**config.mk**
```make
export PLATFORM = sky130hd
export DESIGN_NAME = window_neighbor_search_unit
export DESIGN_NICKNAME = d
export VERILOG_FILES = /design/src/rtl/core/wns_pkg.sv /design/src/rtl/core/wns_cell.sv /design/src/rtl/core/wns_window_cmp.sv /design/src/rtl/core/window_neighbor_search_unit.sv
export SDC_FILE = /design/constraint.sdc
export NUM_CORES = 2
export LEC_CHECK = 0
export BUFFER_PORTS_ARGS = -buffer_cell sky130_fd_sc_hd__clkbuf_2
export CORE_ASPECT_RATIO = 1.2
export CORE_MARGIN = 2
export CORE_UTILIZATION = 50
export DETAILED_ROUTE_END_ITERATION = 10
export GPL_ROUTABILITY_DRIVEN = 0
export PLACE_DENSITY = 0.7
export SETUP_SLACK_MARGIN = 0.1
export SYNTH_ARGS = -nofsm -noshare
export SYNTH_HDL_FRONTEND = slang
export SYNTH_SLANG_ARGS = --single-unit
```
**constraint.sdc**
```tcl
create_clock -name clk -period 7.9 [get_ports clk]
set_input_delay 0.79 -clock clk [delete_from_list [all_inputs] [get_ports clk]]
set_output_delay 0.79 -clock clk [all_outputs]
set_load 0.05 [all_outputs]
```
**src/rtl/core/wns_pkg.sv**
```systemverilog
// ---------------------------------------------------------------------------
// wns_pkg
// Types and codes shared by the window neighbor search unit and its compare stage.
// ---------------------------------------------------------------------------
`default_nettype none

package wns_pkg;

  localparam int SLOT_W      = 6;
  localparam int VALUE_W     = 32;
  localparam int ENTRIES_W   = 7;
  localparam int MAX_RESULTS = 64;
  // wide enough for any table index, slot or entry count
  localparam int IDX_CMP_W   = 13;

  typedef enum logic {
    ACT_LOAD  = 1'b0,
    ACT_QUERY = 1'b1
  } action_t;

  typedef enum logic [1:0] {
    CFG_LOWER_OFFSET   = 2'd0,
    CFG_UPPER_OFFSET   = 2'd1,
    CFG_ENTRIES_IN_USE = 2'd2
  } cfg_index_t;

  typedef enum logic [2:0] {
    ST_IDLE,
    ST_FIND,
    ST_SCAN,
    ST_FLUSH,
    ST_FINAL
  } state_t;

  typedef struct packed {
    logic                      action;
    logic [SLOT_W-1:0]         slot;
    logic signed [VALUE_W-1:0] sample_value;
  } in_word_t;

  typedef struct packed {
    logic [SLOT_W-1:0] match_slot;
    logic              found;
    logic              last;
  } out_word_t;

  // one slot under test, or one slot that passed the window test
  typedef struct packed {
    logic              valid;
    logic [SLOT_W-1:0] idx;
  } scan_tag_t;

endpackage

`default_nettype wire

```
**src/rtl/core/wns_cell.sv**
```systemverilog
// ---------------------------------------------------------------------------
// wns_cell
// One table slot of the sample ring: loads a sample or takes its neighbor's.
// ---------------------------------------------------------------------------
`default_nettype none

module wns_cell #(
  parameter int SAMPLE_BITS = 32
) (
  input  wire logic                   clk,
  input  wire logic                   shift_en,
  input  wire logic                   load_en,
  input  wire logic [SAMPLE_BITS-1:0] shift_in,
  input  wire logic [SAMPLE_BITS-1:0] load_data,
  output logic      [SAMPLE_BITS-1:0] sample
);

  logic [SAMPLE_BITS-1:0] sample_r;
  logic [SAMPLE_BITS-1:0] sample_nxt;

  always_comb begin
    sample_nxt = sample_r;
    if (shift_en) begin
      sample_nxt = shift_in;
    end else if (load_en) begin
      sample_nxt = load_data;
    end
  end

  always_ff @(posedge clk) begin
    sample_r <= sample_nxt;
  end

  assign sample = sample_r;

endmodule

`default_nettype wire

```
**src/rtl/core/wns_window_cmp.sv**
```systemverilog
// ---------------------------------------------------------------------------
// wns_window_cmp
// Window test: registered difference, then bound compare.
// ---------------------------------------------------------------------------
`default_nettype none

module wns_window_cmp
  import wns_pkg::*;
#(
  parameter int SAMPLE_BITS = 32
) (
  input  wire logic                          clk,
  input  wire logic                          rst_n,
  input  wire scan_tag_t                     req,
  input  wire logic signed [SAMPLE_BITS-1:0] head,
  input  wire logic signed [SAMPLE_BITS-1:0] centre,
  input  wire logic signed [VALUE_W-1:0]     lower,
  input  wire logic signed [VALUE_W-1:0]     upper,
  output scan_tag_t                          hit
);

  // difference is at least one bit wider than a sample, bounds fit as well
  localparam int CW = (SAMPLE_BITS + 1 > VALUE_W + 1) ? SAMPLE_BITS + 1 : VALUE_W + 1;

  logic signed [CW-1:0] diff_r;
  logic signed [CW-1:0] diff_nxt;
  scan_tag_t            tag_r;
  logic signed [CW-1:0] lower_ext;
  logic signed [CW-1:0] upper_ext;

  always_comb begin
    diff_nxt  = CW'(head) - CW'(centre);
    lower_ext = CW'(lower);
    upper_ext = CW'(upper);
  end

  always_ff @(posedge clk) begin
    if (!rst_n) begin
      tag_r.valid <= 1'b0;
    end else begin
      tag_r.valid <= req.valid;
    end
    tag_r.idx <= req.idx;
    diff_r    <= diff_nxt;
  end

  always_comb begin
    hit.idx   = tag_r.idx;
    hit.valid = tag_r.valid && (diff_r >= lower_ext) && (diff_r < upper_ext);
  end

endmodule

`default_nettype wire

```
**src/rtl/core/window_neighbor_search_unit.sv**
```systemverilog
// ---------------------------------------------------------------------------
// window_neighbor_search_unit
// Table of signed fixed-point samples searched for slots whose difference
// to a centre slot lies in [lower_offset, upper_offset).
// ---------------------------------------------------------------------------
// sequence: a load gives no result; a query keeps busy high through the
//   find, scan, flush and final states, results leave in ascending slot
//   order and the final one (last=1) is strobed once busy has fallen
// a new query is accepted only once busy has fallen, after two full turns
//   of the sample ring (one to pick up the centre, one to scan), a flush
//   of the compare stage and the final state that produces the final word
// reset: synchronous, active low; offsets and entry count take their reset
//   values, table contents stay undefined until loaded
// results are strobed for a single cycle and cannot be stalled
`default_nettype none

module window_neighbor_search_unit
  import wns_pkg::*;
#(
  parameter int TABLE_DEPTH = 64,
  parameter int SAMPLE_BITS = 32
) (
  input  wire logic       clk,
  input  wire logic       rst_n,
  // item channel
  input  wire logic       start,
  output logic            busy,
  input  wire in_word_t   in_word,
  // result channel
  output logic            out_strobe,
  output out_word_t       out_word,
  // configuration write channel
  input  wire logic       cfg_valid,
  output logic            cfg_ready,
  input  wire cfg_index_t cfg_index,
  input  wire logic [VALUE_W-1:0] cfg_data
);

  localparam int IDX_W = (TABLE_DEPTH > 1) ? $clog2(TABLE_DEPTH) : 1;

  // configuration registers
  logic signed [VALUE_W-1:0] lower_r;
  logic signed [VALUE_W-1:0] upper_r;
  logic [ENTRIES_W-1:0]      entries_r;

  // control
  state_t               state_r, state_nxt;
  logic [IDX_W-1:0]     cnt_r, cnt_nxt;
  logic [SLOT_W-1:0]    slot_r, slot_nxt;
  logic signed [SAMPLE_BITS-1:0] centre_r, centre_nxt;

  // pending match, held back until we know whether it is the last one
  logic                 pend_v_r, pend_v_nxt;
  logic [SLOT_W-1:0]    pend_idx_r, pend_idx_nxt;

  // output word register
  logic                 out_strobe_r, out_strobe_nxt;
  out_word_t            out_word_r, out_word_nxt;

  logic                 accept;
  logic                 load_accept;
  logic                 shift_en;
  logic                 turn_done;
  logic                 slot_ok;
  logic                 in_use;
  logic [SAMPLE_BITS-1:0] load_data;
  logic signed [63:0]   load_ext;
  scan_tag_t            cmp_req;
  scan_tag_t            hit;

  // ring of sample cells; cell 0 is the head read by the compare stage
  logic [SAMPLE_BITS-1:0] ring [TABLE_DEPTH];

  assign accept      = start && !busy;
  assign load_accept = accept && (in_word.action == ACT_LOAD);
  assign cfg_ready   = 1'b1;

  // sample sign-extended to 64 bits then wrapped to the stored width
  assign load_ext  = 64'(in_word.sample_value);
  assign load_data = load_ext[SAMPLE_BITS-1:0];

  for (genvar k = 0; k < TABLE_DEPTH; k++) begin : g_cell
    logic cell_load;
    // ring is parked (cell k holds slot k) whenever idle
    assign cell_load = load_accept &&
                       (IDX_CMP_W'(in_word.slot) == IDX_CMP_W'(k));
    wns_cell #(
      .SAMPLE_BITS (SAMPLE_BITS)
    ) u_cell (
      .clk       (clk),
      .shift_en  (shift_en),
      .load_en   (cell_load),
      .shift_in  (ring[(k + 1) % TABLE_DEPTH]),
      .load_data (load_data),
      .sample    (ring[k])
    );
  end

  // config writes
  always_ff @(posedge clk) begin
    if (!rst_n) begin
      lower_r   <= '0;
      upper_r   <= VALUE_W'(65536);
      entries_r <= ENTRIES_W'(64);
    end else if (cfg_valid && cfg_ready) begin
      case (cfg_index)
        CFG_LOWER_OFFSET:   lower_r   <= cfg_data;
        CFG_UPPER_OFFSET:   upper_r   <= cfg_data;
        CFG_ENTRIES_IN_USE: entries_r <= cfg_data[ENTRIES_W-1:0];
        default: ;
      endcase
    end
  end

  assign turn_done = (cnt_r == IDX_W'(TABLE_DEPTH - 1));
  assign slot_ok   = IDX_CMP_W'(slot_r) < IDX_CMP_W'(TABLE_DEPTH);
  // slot under test must be below the entry count and the result limit
  assign in_use    = (IDX_CMP_W'(cnt_r) < IDX_CMP_W'(entries_r)) &&
                     (IDX_CMP_W'(cnt_r) < IDX_CMP_W'(MAX_RESULTS));

  // sequencer: find the centre in one ring turn, scan in the next, then flush and finish
  always_comb begin
    state_nxt   = state_r;
    cnt_nxt     = cnt_r;
    slot_nxt    = slot_r;
    centre_nxt  = centre_r;
    shift_en    = 1'b0;
    cmp_req.valid = 1'b0;
    cmp_req.idx   = SLOT_W'(cnt_r);

    case (state_r)
      ST_IDLE: begin
        if (accept && (in_word.action == ACT_QUERY)) begin
          state_nxt = ST_FIND;
          slot_nxt  = in_word.slot;
          cnt_nxt   = '0;
        end
      end
      ST_FIND: begin
        shift_en = 1'b1;
        if (IDX_CMP_W'(cnt_r) == IDX_CMP_W'(slot_r)) begin
          centre_nxt = ring[0];
        end
        if (turn_done) begin
          cnt_nxt   = '0;
          state_nxt = ST_SCAN;
        end else begin
          cnt_nxt = cnt_r + 1'b1;
        end
      end
      ST_SCAN: begin
        shift_en      = 1'b1;
        cmp_req.valid = slot_ok && in_use;
        if (turn_done) begin
          cnt_nxt   = '0;
          state_nxt = ST_FLUSH;
        end else begin
          cnt_nxt = cnt_r + 1'b1;
        end
      end
      ST_FLUSH: begin
        // compare stage finishes the last slot here
        state_nxt = ST_FINAL;
      end
      ST_FINAL: begin
        // only the held-back match (or the empty answer) is left
        state_nxt = ST_IDLE;
      end
      default: begin
        state_nxt = ST_IDLE;
      end
    endcase
  end

  assign busy = (state_r != ST_IDLE);

  wns_window_cmp #(
    .SAMPLE_BITS (SAMPLE_BITS)
  ) u_cmp (
    .clk    (clk),
    .rst_n  (rst_n),
    .req    (cmp_req),
    .head   (ring[0]),
    .centre (centre_r),
    .lower  (lower_r),
    .upper  (upper_r),
    .hit    (hit)
  );

  // result collector: each new hit releases the one before it
  always_comb begin
    pend_v_nxt     = pend_v_r;
    pend_idx_nxt   = pend_idx_r;
    out_strobe_nxt = 1'b0;
    out_word_nxt   = out_word_r;

    if (accept && (in_word.action == ACT_QUERY)) begin
      pend_v_nxt = 1'b0;
    end

    if (hit.valid) begin
      if (pend_v_r) begin
        out_strobe_nxt          = 1'b1;
        out_word_nxt.match_slot = pend_idx_r;
        out_word_nxt.found      = 1'b1;
        out_word_nxt.last       = 1'b0;
      end
      pend_v_nxt   = 1'b1;
      pend_idx_nxt = hit.idx;
    end

    if (state_r == ST_FINAL) begin
      // compare stage is empty by now, the held match is the final word
      out_strobe_nxt = 1'b1;
      out_word_nxt.last = 1'b1;
      if (pend_v_r) begin
        out_word_nxt.match_slot = pend_idx_r;
        out_word_nxt.found      = 1'b1;
      end else begin
        out_word_nxt.match_slot = '0;
        out_word_nxt.found      = 1'b0;
      end
      pend_v_nxt = 1'b0;
    end
  end

  always_ff @(posedge clk) begin
    if (!rst_n) begin
      state_r      <= ST_IDLE;
      cnt_r        <= '0;
      pend_v_r     <= 1'b0;
      out_strobe_r <= 1'b0;
    end else begin
      state_r      <= state_nxt;
      cnt_r        <= cnt_nxt;
      pend_v_r     <= pend_v_nxt;
      out_strobe_r <= out_strobe_nxt;
    end
    slot_r     <= slot_nxt;
    centre_r   <= centre_nxt;
    pend_idx_r <= pend_idx_nxt;
    out_word_r <= out_word_nxt;
  end

  assign out_strobe = out_strobe_r;
  assign out_word   = out_word_r;

endmodule

`default_nettype wire
```
==> metrics.csv <==
metric,value,unit
yosysTopAreaCell,edfxtp_1,
synth.area.mux_share,0.0901,%
postCtsSetupBuffers,0,
skew,0.0376,ns
drc,0,
grt_antenna_before_repair,4,
numClockSinks,2222,
via_count,47748,
synth.distinct_cells,70,
grt_overflow_total,0,
synthSimpleGateAreaFrac,2.11,%
grt_pass1_vias,48405,
synthToLayoutAreaGrowth,10.1,%
fmax,270,MHz
ys_ff_latch,2222,
drive_above_1_share,9.80,%
finalHoldViolCount,0,
syn-num-nets,5900,
ys_warn_count,0,
dr.pass1.iters,6,
die_area,181000,um^2
synth-seq-area-share,73.7,%
ant_nets,0,
ys_top_cells_by_area,"edfxtp_1 71%, a21o_1 18%, dfxtp_1 2.8%, ha_1 1.5%, clkbuf_1 0.89%",
post-place-ws,4.21,ns
min_path_type,in -> reg,
endpoint_kind,flip-flop,
ioPinCount,88,
grt_pass1_wl,283000,um
hold_buffers,0,
synth_fa_ha_area_share,1.47,%
wl,182000,um
relSlewSlack,20.7,%
synth_top_family_by_area,compound AO/OA/AOI/OAI gates,
syn_avg_cell_area,15.5,um^2
io_buffers,86,
worst_slew_pin_slew,1.19,ns
die_h,466,um
setup_viol,0,
cp-start-kind,flip-flop,
tns,0,ns
initialDrtViolationCount,5322,
cts_root_buffer,clkbuf_16,
clk_path_buf_depth,3,
worstPathRequired,8.35,ns
critPathKind,reg -> reg,
cts_tree,built,
synthesis.area,88800,um^2
syn_inst,5719,
grt_max_degree,243,
h-tree-depth,4,
placed_area,91300,um^2
fp.dieW,389,um
path_max_fanout,32,
start_util,50.3,%
wl_per_cell,22.5,um
fin_util,55.4,%
numCtsBuffers,202,
p_leak,42.3,nW
arrival,4.14,ns
nNetsFinal,5778,
clkLatencyLatePin,0.84,ns
worst_slack,4.20,ns
vias_per_cell,5.91,
dp_hpwl,101000,um
grt_use_total,20.0,%
synth_top_area_share,70.9,%
peakVddDrop,0.000233,V
cts_resized,0,
stdcell_area,97800,um^2
synth_compound_area_share,19.5,%
async_flop_share,0,%
fin_crit,3.70,ns
drv_cap,0,
path_clk_slew,0.06,ns
synthXorXnorAreaFrac,0.286,%
power.density_cell_area,265,nW/um^2
drv_slew,0,
core-area,177000,um^2
post-route-period-util,46.8,%
rows,169,
rsz0062_at_grt,no,
status,"complete, no violations",
synth-edff-count,2099,
synth-main-ff-cell,edfxtp_1,
-- cell usage in the layout (no fill, tap or decap), types with 6 or more instances in the layout --
cell type	netlist	layout
buf_12	0	9
mux2i_1	8	8
and3_1	11	11
xor2_1	11	11
clkbuf_1	210	50
nor2b_1	21	21
inv_6	0	6
inv_1	120	120
nand4_1	17	17
a2111oi_0	6	6
ha_1	103	103
xnor2_1	18	18
o21ai_0	93	29
a21o_1	2078	2077
nand2_1	182	182
nor2_1	52	51
a21oi_1	48	47
clkbuf_16	0	207
a31oi_1	7	7
nand2b_1	12	12
nor3_1	14	14
clkinv_2	0	32
nand3_1	15	15
clkbuf_2	1	87
or3_1	7	7
a21boi_0	63	63
and2_4	0	32
o21ai_4	0	14
o21a_1	7	7
edfxtp_1	2099	2099
dfxtp_1	123	123
buf_4	1	78
clkinv_1	0	44
o21ai_2	2	52
bufinv_16	0	19
-- cell usage after synthesis (3+ instances only) --
cell / n
a2111oi_0: 6
a211oi_1: 4
a21boi_0: 63
a21o_1: 2078
a21oi_1: 48
a31oi_1: 7
and2_1: 35
and3_1: 11
and4_1: 5
buf_1: 133
buf_2: 154
clkbuf_1: 210
dfxtp_1: 123
edfxtp_1: 2099
ha_1: 103
inv_1: 120
mux2i_1: 8
nand2_1: 182
nand2b_1: 12
nand3_1: 15
nand3b_1: 3
nand4_1: 17
nor2_1: 52
nor2b_1: 21
nor3_1: 14
nor3b_1: 4
nor4_1: 4
o2111ai_1: 3
o211ai_1: 3
o21a_1: 7
o21ai_0: 93
or3_1: 7
xnor2_1: 18
xor2_1: 11
-- cell families (layout without fill, tap and decap cells) --
family / after synthesis / after routing
DFF: 2222 / 2222
adders and majority gates: 104 / 104
xor gates and xnor gates: 29 / 29
buffers and inverters: 619 / 667
AOI/OAI and AO/OA: 2344 / 2344
other: 1 / 2
and+or+nand+nor: 392 / 392
muxes: 8 / 8
-- worst paths after layout --
path | startpoint | endpoint | slack (ns) | cells after the start
worst max-delay path | state_r[2] | g_cell[44].u_cell.sample[25] | 4.20 | 6
worst min-delay path | cfg_data[30] | upper_r[30] | 0.19 | 3
worst max register to register | state_r[2] | g_cell[44].u_cell.sample[25] | 4.20 | 6
worst min register to register | u_cmp.hit[5] | pend_idx_r[5] | 0.40 | 0
-- where the power goes --
part	switching (mW)	leakage, nW	internal (mW)
clock network	4.23	3.17	5.43
registers	0.225	20.5	13.8
logic	1.37	18.6	0.800
-- stage by stage --
step | hold WS (ns) | std cells | power, mW
after global routing | 0.167 | 8076 | 26.8
after detailed placement | 0.391 | 7701 | 16.5
after CTS | 0.118 | 8075 | 26.1
after floorplan | 0.386 | 5719 | 15.8
final | 0.192 | 8076 | 25.9
after global placement | 0.387 | 7701 | 16.4
-- registers in the layout, summed over array words and instances, names as in the netlist --
signal / count
centre_r: 32
cnt_r: 6
entries_r: 7
g_cell.u_cell.sample: 2048
lower_r: 32
out_strobe: 1
out_word: 8
pend_idx_r: 6
pend_v_r: 1
slot_r: 6
state_r: 3
u_cmp.diff_r: 33
u_cmp.hit: 6
u_cmp.tag_r: 1
upper_r: 32
-- per-layer routing --
metal / part of all wire (%) / wire length (um) / track usage (%)
met5: 0 / 0 / 0
met4: 2.3 / 4100 / 5.91
met3: 6.6 / 12100 / 3.51
met2: 48 / 88100 / 32.8
met1: 43 / 77800 / 27.4
-- area by class of cell --
| cell class | instances | area, um^2 |
|---|---|---|
| Inverter | 120 | 450 |
| Tap cell | 2308 | 2890 |
| Clock inverter | 116 | 1140 |
| Timing Repair Buffer | 173 | 1200 |
| Antenna cell | 1 | 2.50 |
| Clock buffer | 258 | 5370 |
| Sequential cell | 2222 | 65500 |
| Fill cell | 13463 | 78700 |
| Multi-Input combinational cell | 2878 | 21300 |
-- critical path: stages (launching register included) --
cell and delay [ns]:
dfxtp_1 0.40, nor3_1 0.35, nand2_1 0.13, or2_2 0.36
nor3_1 0.45, nand3_1 0.58, o21ai_4 1.00
No activity file was read; power rests on OpenSTA's default activity.
